`src/rtl/core/alid_pkg.sv`:
```
// ----------------------------------------------------------------------------
// alid_pkg
// Shared types and codes of the array list: command and status codes, and
// the control and status bundles that pass between controller and datapath.
// ----------------------------------------------------------------------------
package alid_pkg;

  localparam int CMD_W   = 3;
  localparam int POS_W   = 6;
  localparam int DATA_W  = 32;
  localparam int STAT_W  = 2;
  localparam int COUNT_W = 7;

  typedef enum logic [CMD_W-1:0] {
    CMD_APPEND = 3'd0,
    CMD_INSERT = 3'd1,
    CMD_DELETE = 3'd2,
    CMD_SEARCH = 3'd3,
    CMD_READ   = 3'd4
  } cmd_e;

  typedef enum logic [STAT_W-1:0] {
    ST_DONE      = 2'd0,
    ST_REJECT    = 2'd1,
    ST_NOT_FOUND = 2'd2
  } stat_e;

  // Source of a memory write.
  typedef enum logic [1:0] {
    WR_TAIL  = 2'd0,
    WR_POS   = 2'd1,
    WR_SHIFT = 2'd2
  } wr_e;

  typedef struct packed {
    logic  load;
    logic  ptr_init;
    logic  ptr_step;
    logic  rd_en;
    logic  wr_en;
    wr_e   wr_mode;
    logic  cnt_inc;
    logic  cnt_dec;
    logic  stat_wr;
    stat_e stat;
    logic  cap_idx;
    logic  cap_data;
    logic  out_load;
  } ctl_t;

  typedef struct packed {
    cmd_e cmd;
    logic reject;
    logic need_shift;
    logic empty;
    logic at_last;
    logic rd_vld;
    logic match;
  } sts_t;

endpackage

```
`src/rtl/core/array_list_insert_delete.sv`:
```
// ----------------------------------------------------------------------------
// array_list_insert_delete
// Ordered list of words held in an on-chip memory with an occupancy count;
// append, insert, delete, search and read commands, one result per command.
// ----------------------------------------------------------------------------
//  Channel | Direction | Handshake                | Payload
//  --------+-----------+--------------------------+-------------------------------
//  in      | input     | in_valid_i / in_stall_o  | command, position, element
//  out     | output    | out_valid_o / out_stall_i| status, found_index, read_data,
//          |           |                          | count
//
// One command is worked on at a time. Insert and delete move one entry per cycle
// through the entry memory, which is read and written in the same cycle. Search stops
// at the first match. The entry memory needs no clearing after reset. A waiting result
// does not block the next command until that command's own result is ready; that
// result then waits while the output stalls.
module array_list_insert_delete #(
  parameter int DEPTH      = 64,
  parameter int ELEM_WIDTH = 32
) (
  input  logic                         clk_i,
  input  logic                         rst_ni,
  input  logic                         in_valid_i,
  output logic                         in_stall_o,
  input  logic [alid_pkg::CMD_W-1:0]   command_i,
  input  logic [alid_pkg::POS_W-1:0]   position_i,
  input  logic [alid_pkg::DATA_W-1:0]  element_i,
  output logic                         out_valid_o,
  input  logic                         out_stall_i,
  output logic [alid_pkg::STAT_W-1:0]  status_o,
  output logic [alid_pkg::POS_W-1:0]   found_index_o,
  output logic [alid_pkg::DATA_W-1:0]  read_data_o,
  output logic [alid_pkg::COUNT_W-1:0] count_o
);
  import alid_pkg::*;

  ctl_t ctl;
  sts_t sts;

  alid_ctrl u_ctrl (
    .clk_i      (clk_i),
    .rst_ni     (rst_ni),
    .in_valid_i (in_valid_i),
    .in_stall_o (in_stall_o),
    .out_valid_o(out_valid_o),
    .out_stall_i(out_stall_i),
    .sts_i      (sts),
    .ctl_o      (ctl)
  );

  alid_dpath #(
    .DEPTH     (DEPTH),
    .ELEM_WIDTH(ELEM_WIDTH)
  ) u_dpath (
    .clk_i        (clk_i),
    .rst_ni       (rst_ni),
    .command_i    (command_i),
    .position_i   (position_i),
    .element_i    (element_i),
    .ctl_i        (ctl),
    .sts_o        (sts),
    .status_o     (status_o),
    .found_index_o(found_index_o),
    .read_data_o  (read_data_o),
    .count_o      (count_o)
  );

endmodule

```
`src/rtl/core/alid_dpath.sv`:
```
// ----------------------------------------------------------------------------
// alid_dpath
// Datapath of the array list: entry memory, occupancy count, scan pointer,
// registered memory read and the result register.
// ----------------------------------------------------------------------------
module alid_dpath #(
  parameter int DEPTH      = 64,
  parameter int ELEM_WIDTH = 32
) (
  input  logic                         clk_i,
  input  logic                         rst_ni,
  input  logic [alid_pkg::CMD_W-1:0]   command_i,
  input  logic [alid_pkg::POS_W-1:0]   position_i,
  input  logic [alid_pkg::DATA_W-1:0]  element_i,
  input  alid_pkg::ctl_t               ctl_i,
  output alid_pkg::sts_t               sts_o,
  output logic [alid_pkg::STAT_W-1:0]  status_o,
  output logic [alid_pkg::POS_W-1:0]   found_index_o,
  output logic [alid_pkg::DATA_W-1:0]  read_data_o,
  output logic [alid_pkg::COUNT_W-1:0] count_o
);
  import alid_pkg::*;

  localparam int AW   = $clog2(DEPTH);
  localparam int CW   = $clog2(DEPTH + 1);
  localparam int CMPW = ((CW > POS_W) ? CW : POS_W) + 1;

  logic [ELEM_WIDTH-1:0] mem_q [DEPTH];

  cmd_e                  cmd_q;
  logic [POS_W-1:0]      pos_q;
  logic [ELEM_WIDTH-1:0] elem_q;
  logic [CW-1:0]         count_q, count_d;
  logic [AW-1:0]         ptr_q, ptr_d;
  logic [ELEM_WIDTH-1:0] rd_data_q;
  logic [AW-1:0]         rd_ptr_q;
  logic                  rd_vld_q;
  stat_e                 stat_q;
  logic [POS_W-1:0]      idx_q;
  logic [DATA_W-1:0]     data_q;
  stat_e                 res_stat_q;
  logic [POS_W-1:0]      res_idx_q;
  logic [DATA_W-1:0]     res_data_q;
  logic [COUNT_W-1:0]    res_cnt_q;

  logic [CMPW-1:0]       pos_x, cnt_x;
  logic                  full, reject, need_shift;
  logic [AW-1:0]         first_src, last_src;
  logic [AW-1:0]         wr_addr;
  logic [ELEM_WIDTH-1:0] wr_data;

  assign pos_x = CMPW'(pos_q);
  assign cnt_x = CMPW'(count_q);
  assign full  = (count_q == CW'(DEPTH));

  always_comb begin
    reject     = 1'b1;
    need_shift = 1'b0;
    first_src  = AW'(pos_q);
    last_src   = AW'(pos_q);
    unique case (cmd_q)
      CMD_APPEND: reject = full;
      CMD_INSERT: begin
        reject     = full || (pos_x > cnt_x);
        need_shift = (pos_x < cnt_x);
        first_src  = AW'(cnt_x - CMPW'(1));
      end
      CMD_DELETE: begin
        reject     = (pos_x >= cnt_x);
        need_shift = ((pos_x + CMPW'(1)) < cnt_x);
        first_src  = AW'(pos_x + CMPW'(1));
        last_src   = AW'(cnt_x - CMPW'(1));
      end
      CMD_SEARCH: begin
        reject    = 1'b0;
        first_src = '0;
        last_src  = AW'(cnt_x - CMPW'(1));
      end
      CMD_READ:   reject = (pos_x >= cnt_x);
      default:    reject = 1'b1;
    endcase
  end

  // Inserts walk downwards so that no entry is overwritten before it moves.
  always_comb begin
    ptr_d = ptr_q;
    if (ctl_i.ptr_init) begin
      ptr_d = first_src;
    end else if (ctl_i.ptr_step) begin
      ptr_d = (cmd_q == CMD_INSERT) ? ptr_q - AW'(1) : ptr_q + AW'(1);
    end
  end

  always_comb begin
    wr_addr = AW'(count_q);
    wr_data = elem_q;
    unique case (ctl_i.wr_mode)
      WR_TAIL: wr_addr = AW'(count_q);
      WR_POS:  wr_addr = AW'(pos_q);
      WR_SHIFT: begin
        wr_addr = (cmd_q == CMD_INSERT) ? rd_ptr_q + AW'(1) : rd_ptr_q - AW'(1);
        wr_data = rd_data_q;
      end
      default: wr_addr = AW'(count_q);
    endcase
  end

  always_comb begin
    count_d = count_q;
    if (ctl_i.cnt_inc) begin
      count_d = count_q + CW'(1);
    end else if (ctl_i.cnt_dec) begin
      count_d = count_q - CW'(1);
    end
  end

  always_ff @(posedge clk_i) begin
    if (ctl_i.wr_en) begin
      mem_q[wr_addr] <= wr_data;
    end
    if (ctl_i.rd_en) begin
      rd_data_q <= mem_q[ptr_q];
    end
  end

  always_ff @(posedge clk_i or negedge rst_ni) begin
    if (!rst_ni) begin
      count_q  <= '0;
      rd_vld_q <= 1'b0;
    end else begin
      count_q  <= count_d;
      rd_vld_q <= ctl_i.rd_en;
    end
  end

  always_ff @(posedge clk_i) begin
    ptr_q <= ptr_d;
    if (ctl_i.rd_en) begin
      rd_ptr_q <= ptr_q;
    end
    if (ctl_i.load) begin
      cmd_q  <= cmd_e'(command_i);
      pos_q  <= position_i;
      elem_q <= ELEM_WIDTH'(element_i);
      idx_q  <= '0;
      data_q <= '0;
    end else begin
      if (ctl_i.cap_idx) begin
        idx_q <= POS_W'(rd_ptr_q);
      end
      if (ctl_i.cap_data) begin
        data_q <= DATA_W'(rd_data_q);
      end
    end
    if (ctl_i.stat_wr) begin
      stat_q <= ctl_i.stat;
    end
    if (ctl_i.out_load) begin
      res_stat_q <= stat_q;
      res_idx_q  <= idx_q;
      res_data_q <= data_q;
      res_cnt_q  <= COUNT_W'(count_q);
    end
  end

  assign sts_o.cmd        = cmd_q;
  assign sts_o.reject     = reject;
  assign sts_o.need_shift = need_shift;
  assign sts_o.empty      = (count_q == '0);
  assign sts_o.at_last    = (ptr_q == last_src);
  assign sts_o.rd_vld     = rd_vld_q;
  assign sts_o.match      = rd_vld_q && (rd_data_q == elem_q);

  assign status_o      = res_stat_q;
  assign found_index_o = res_idx_q;
  assign read_data_o   = res_data_q;
  assign count_o       = res_cnt_q;

endmodule

```
`src/rtl/core/alid_ctrl.sv`:
```
// ----------------------------------------------------------------------------
// alid_ctrl
// Controller of the array list: sequences the check, the memory walk and the
// delivery of each command's result.
// ----------------------------------------------------------------------------
module alid_ctrl (
  input  logic           clk_i,
  input  logic           rst_ni,
  input  logic           in_valid_i,
  output logic           in_stall_o,
  output logic           out_valid_o,
  input  logic           out_stall_i,
  input  alid_pkg::sts_t sts_i,
  output alid_pkg::ctl_t ctl_o
);
  import alid_pkg::*;

  localparam logic [2:0] S_IDLE   = 3'd0;
  localparam logic [2:0] S_CHECK  = 3'd1;
  localparam logic [2:0] S_RUN    = 3'd2;
  localparam logic [2:0] S_DRAIN  = 3'd3;
  localparam logic [2:0] S_PUT    = 3'd4;
  localparam logic [2:0] S_FINISH = 3'd5;

  logic [2:0] state_q, state_d;
  logic       out_valid_q, out_valid_d;
  logic       shift_cmd;

  assign shift_cmd = (sts_i.cmd == CMD_INSERT) || (sts_i.cmd == CMD_DELETE);

  always_comb begin
    state_d = state_q;
    ctl_o   = '0;
    ctl_o.wr_mode = WR_TAIL;
    ctl_o.stat    = ST_DONE;
    unique case (state_q)
      S_IDLE: begin
        if (in_valid_i) begin
          ctl_o.load = 1'b1;
          state_d    = S_CHECK;
        end
      end
      S_CHECK: begin
        ctl_o.stat_wr  = 1'b1;
        ctl_o.ptr_init = 1'b1;
        if (sts_i.reject) begin
          ctl_o.stat = ST_REJECT;
          state_d    = S_FINISH;
        end else begin
          unique case (sts_i.cmd)
            CMD_APPEND: begin
              ctl_o.wr_en   = 1'b1;
              ctl_o.cnt_inc = 1'b1;
              state_d       = S_FINISH;
            end
            CMD_INSERT: state_d = sts_i.need_shift ? S_RUN : S_PUT;
            CMD_DELETE: begin
              if (sts_i.need_shift) begin
                state_d = S_RUN;
              end else begin
                ctl_o.cnt_dec = 1'b1;
                state_d       = S_FINISH;
              end
            end
            CMD_SEARCH: begin
              ctl_o.stat = ST_NOT_FOUND;
              state_d    = sts_i.empty ? S_FINISH : S_RUN;
            end
            CMD_READ: state_d = S_RUN;
            default:  state_d = S_FINISH;
          endcase
        end
      end
      // One read a cycle; for insert and delete each entry read is written back in the next cycle.
      S_RUN: begin
        ctl_o.rd_en    = 1'b1;
        ctl_o.ptr_step = !sts_i.at_last;
        ctl_o.wr_mode  = WR_SHIFT;
        ctl_o.wr_en    = shift_cmd && sts_i.rd_vld;
        if (sts_i.at_last) begin
          state_d = S_DRAIN;
        end
        if ((sts_i.cmd == CMD_SEARCH) && sts_i.match) begin
          ctl_o.cap_idx = 1'b1;
          ctl_o.stat_wr = 1'b1;
          state_d       = S_FINISH;
        end
      end
      S_DRAIN: begin
        ctl_o.wr_mode = WR_SHIFT;
        ctl_o.wr_en   = shift_cmd;
        state_d       = S_FINISH;
        unique case (sts_i.cmd)
          CMD_INSERT: state_d = S_PUT;
          CMD_DELETE: ctl_o.cnt_dec = 1'b1;
          CMD_SEARCH: begin
            ctl_o.cap_idx = sts_i.match;
            ctl_o.stat_wr = sts_i.match;
          end
          CMD_READ: ctl_o.cap_data = 1'b1;
          default:  state_d = S_FINISH;
        endcase
      end
      S_PUT: begin
        ctl_o.wr_mode = WR_POS;
        ctl_o.wr_en   = 1'b1;
        ctl_o.cnt_inc = 1'b1;
        state_d       = S_FINISH;
      end
      S_FINISH: begin
        if (!out_valid_q || !out_stall_i) begin
          ctl_o.out_load = 1'b1;
          state_d        = S_IDLE;
        end
      end
      default: state_d = S_IDLE;
    endcase
  end

  always_comb begin
    out_valid_d = out_valid_q;
    if (ctl_o.out_load) begin
      out_valid_d = 1'b1;
    end else if (!out_stall_i) begin
      out_valid_d = 1'b0;
    end
  end

  always_ff @(posedge clk_i or negedge rst_ni) begin
    if (!rst_ni) begin
      state_q     <= S_IDLE;
      out_valid_q <= 1'b0;
    end else begin
      state_q     <= state_d;
      out_valid_q <= out_valid_d;
    end
  end

  assign in_stall_o  = (state_q != S_IDLE);
  assign out_valid_o = out_valid_q;

endmodule

```
`config.mk`:
```
export PLATFORM = sky130hd
export DESIGN_NAME = array_list_insert_delete
export DESIGN_NICKNAME = d
export VERILOG_FILES = /design/src/rtl/core/alid_pkg.sv /design/src/rtl/core/array_list_insert_delete.sv /design/src/rtl/core/alid_dpath.sv /design/src/rtl/core/alid_ctrl.sv
export SDC_FILE = /design/constraint.sdc
export NUM_CORES = 2
export LEC_CHECK = 0
export BUFFER_PORTS_ARGS = -buffer_cell sky130_fd_sc_hd__buf_2
export CORE_ASPECT_RATIO = 1.1
export CORE_MARGIN = 4
export CORE_UTILIZATION = 53
export CTS_CLUSTER_DIAMETER = 120
export DETAILED_ROUTE_END_ITERATION = 7
export GPL_TIMING_DRIVEN = 0
export PLACE_DENSITY = 0.76
export SLEW_MARGIN = 30
export SYNTH_ARGS = -nofsm -noshare
export SYNTH_HDL_FRONTEND = slang
export SYNTH_SLANG_ARGS = --single-unit
```
`constraint.sdc`:
```
create_clock -name clk_i -period 7.74 [get_ports clk_i]
set_clock_uncertainty 0.15 [all_clocks]
set_input_delay 1.161 -clock clk_i [delete_from_list [all_inputs] [get_ports clk_i]]
set_output_delay 1.161 -clock clk_i [all_outputs]
set_load 0.02 [all_outputs]
```
==> impl_metrics.env <==
export IMPL_outcome="complete, but fails checks"
export IMPL_failed_checks="DRC"
export IMPL_num_rows=154
export IMPL_ant_nets=0
export IMPL_syn_area_um2=86200
export IMPL_cts_made_buffers=199
export IMPL_die_h_um=431
export IMPL_ys_types=62
export IMPL_placed_cells=6017
export IMPL_fmax_mhz=181
export IMPL_cts_htree_levels=4
export IMPL_clock_sinks=2232
export IMPL_worstReg2RegStart="u_dpath.cmd_q[1]"
export IMPL_fin_nets=4192
export IMPL_end_kind="flip-flop"
export IMPL_grt_pass1_vias=44500
export IMPL_r2r_end="u_dpath.mem_q[39][17]"
export IMPL_viasPerCell=6.97
export IMPL_finalCritPeriodShare_pct=71.4
export IMPL_cts_buffer_depth=3
export IMPL_grt_pass1_wl_um=354000
export IMPL_cts_resized=0
export IMPL_path_class="reg -> reg"
export IMPL_ys_async_sr_fraction_pct=0.538
export IMPL_final_setup_tns_ns=0
export IMPL_drcViolationCount=6
export IMPL_grt_usage_pct=30.4
export IMPL_drive_gt1_share_pct=32.3
export IMPL_crit_fanout=14
export IMPL_holdCritPathClass="in -> async"
export IMPL_worst_slack_ns=2.22
export IMPL_io_buffers=93
export IMPL_core_area_um2=161000
export IMPL_cp_data_required_time_ns=8.15
export IMPL_routed_wl_um=254000
export IMPL_postSynthRegisterBits=2232
export IMPL_ctsHoldBuffers=0
export IMPL_dr_pass1_iters=8
export IMPL_slew_headroom_pct=25.2
export IMPL_syn_nets=3766
export IMPL_r2r_cells=13
export IMPL_synth_edff_count=2182
export IMPL_worst_r2r_setup_slack_ns=2.22
export IMPL_avgSynthCellArea_um2=23.4
export IMPL_ys_flop_type="edfxtp_1"
export IMPL_ctsRootBufferMaster="clkbuf_16"
export IMPL_wl_per_cell_um=39.6
export IMPL_drv_slew=0
export IMPL_postCtsSetupRepairBufs=0
export IMPL_place_ws_ns=2.56
export IMPL_setup_viol=0
export IMPL_ios=94
export IMPL_hold_viol=0
export IMPL_total_leakage_power_nw=31.5
export IMPL_max_slew_worst_pin_slew_ns=1.12
export IMPL_final_common_cell="edfxtp_1"
export IMPL_vias=44700
export IMPL_max_cap_violations=0
export IMPL_final_min_clock_period_ns=5.52
export IMPL_holdWs_ns=0.0392
export IMPL_layout_cells_non_filler=6417
export IMPL_synth_warning_count=0
export IMPL_crit_start="u_dpath.cmd_q[1]"
export IMPL_dp_hpwl_um=156000
export IMPL_insertion_delay_ns=0.87
export IMPL_powerDensity_nw_per_um2=387
export IMPL_cp_arrival_ns=5.93
export IMPL_cts_tree="built"
export IMPL_dieArea_um2=169000
export IMPL_start_util_pct=53.5
export IMPL_rsz0062_at_grt="false"
export IMPL_drtIter0Drc=7797
export IMPL_gp_congestion=0.976
export IMPL_overflow=0
export IMPL_vdd_drop_max_mv=0.271
export IMPL_antenna_found_initial=35
export IMPL_synthCells=3688
export IMPL_fp_dieW_um=392
export IMPL_seq_area_frac_synth_pct=77.3
export IMPL_area_delta_synth_final_pct=16.1
export IMPL_cts_reportedPaths_clkPinSlew_ns=0.07
export IMPL_grt_max_degree=65
export IMPL_worstSetupStartpointType="flip-flop"
export IMPL_layout_common_cells="edfxtp_1, mux4_2, clkbuf_16, buf_2, nand2_1"
[flip-flops by register name, indices dropped and copies added (netlist names), 3 cells and up]
| signal | cells |
|---|---|
| u_dpath.elem_q | 32 |
| u_dpath.count_q | 7 |
| u_ctrl.state_q | 3 |
| u_dpath.count_o | 7 |
| u_dpath.cmd_q | 3 |
| u_dpath.data_q | 32 |
| u_dpath.rd_data_q | 32 |
| u_dpath.ptr_q | 6 |
| u_dpath.pos_q | 6 |
| u_dpath.idx_q | 6 |
| u_dpath.mem_q | 2048 |
| u_dpath.rd_ptr_q | 6 |
| u_dpath.read_data_o | 32 |
| u_dpath.found_index_o | 6 |
[area by class of cell]
cell class              count  area (um2)
diodes                     29        72.6
plain buffers             187         855
clock buffers             244        5180
clock inverters           125        1380
fillers                  9920       60800
inverters                  29         109
multi-input cells        1240       19300
flip-flops and latches   2232       66600
well taps                2106        2640
repair buffers            225        3930
[routing by layer]
layer | GRT usage (%) | vias up | wire length, um
li1 | - | 16600 | -
met1 | 37.7 | 23200 | 81100
met2 | 46.7 | 4008 | 120000
met3 | 9.40 | 888 | 32800
met4 | 19.8 | 10 | 20100
met5 | 1.24 | - | 330
[synth_stat cells (4+ instances only)]
| cell type | count | area share (%) |
|---|---|---|
| a211oi_1 | 8 | 0.070 |
| a21o_1 | 6 | 0.052 |
| a21oi_1 | 63 | 0.37 |
| a221oi_1 | 10 | 0.10 |
| a31oi_1 | 8 | 0.058 |
| and3_1 | 4 | 0.029 |
| buf_1 | 41 | 0.18 |
| buf_2 | 44 | 0.26 |
| buf_4 | 11 | 0.096 |
| clkbuf_1 | 91 | 0.40 |
| dfrtp_1 | 12 | 0.35 |
| dfxtp_1 | 38 | 0.88 |
| edfxtp_1 | 2182 | 76 |
| ha_1 | 30 | 0.44 |
| inv_1 | 27 | 0.12 |
| mux2_2 | 33 | 0.43 |
| mux2i_1 | 18 | 0.21 |
| mux4_2 | 666 | 17 |
| nand2_1 | 127 | 0.55 |
| nand2b_1 | 9 | 0.065 |
| nand3_1 | 8 | 0.046 |
| nand4_1 | 5 | 0.036 |
| nor2_1 | 92 | 0.40 |
| nor2b_1 | 8 | 0.058 |
| nor3_1 | 11 | 0.064 |
| nor4_1 | 6 | 0.044 |
| o211ai_1 | 5 | 0.044 |
| o21ai_0 | 9 | 0.052 |
| o21bai_1 | 5 | 0.044 |
| o221ai_1 | 4 | 0.041 |
| o31ai_1 | 4 | 0.035 |
| or3_1 | 4 | 0.029 |
| xnor2_1 | 36 | 0.37 |
| xor2_1 | 22 | 0.22 |
[per-stage QoR]
step,cell area (um2),utilization (%),power [mW]
final,100000,62.2,38.7
after global routing,100000,62.2,39.5
after CTS,99900,62.1,38.3
after detailed placement,93300,58.0,28.0
after global placement,89300,55.5,27.1
after floorplan,86200,-,22.5
[worst max-delay path, stage by stage (launching register included)]
cell	delay, ns
edfxtp_1	0.41
nor2b_1	0.30
nand2_1	0.32
inv_1	0.45
fa_1	0.30
nor2b_1	0.06
o21a_1	0.17
or3_1	0.30
a31oi_1	0.75
a2bb2oi_1	0.70
nand2_1	0.36
nor2_4	0.50
buf_16	0.24
buf_8	0.17
[worst max path at each step]
stage                       endpoint  slack [ns]  depth (start not counted)
3_3_place_gp    u_dpath.mem_q[0][13]        0.69                         11
6_report       u_dpath.mem_q[39][17]        2.22                         13
2_1_floorplan   u_dpath.mem_q[16][0]        3.25                         10
3_5_place_dp   u_dpath.mem_q[23][20]        2.56                         12
4_1_cts        u_dpath.mem_q[54][20]        2.34                         12
5_1_grt        u_dpath.mem_q[38][20]        2.18                         13
[report_power, final]
part	switching [mW]	internal (mW)	total, mW
sequential	0.322	14.8	15.1
combinational	8.54	4.95	13.5
clock	4.58	5.51	10.1
[kinds of logic after synthesis]
logic type      after synthesis  synth area share (%)
buf+inv                     216                  1.05
flops                      2232                  77.3
xor+xnor                     58                 0.590
fa+ha+maj                    33                 0.505
mux                         717                  18.1
simple gates                288                  1.45
compound gates              144                  1.07
Power figures use the tool's default switching activity.
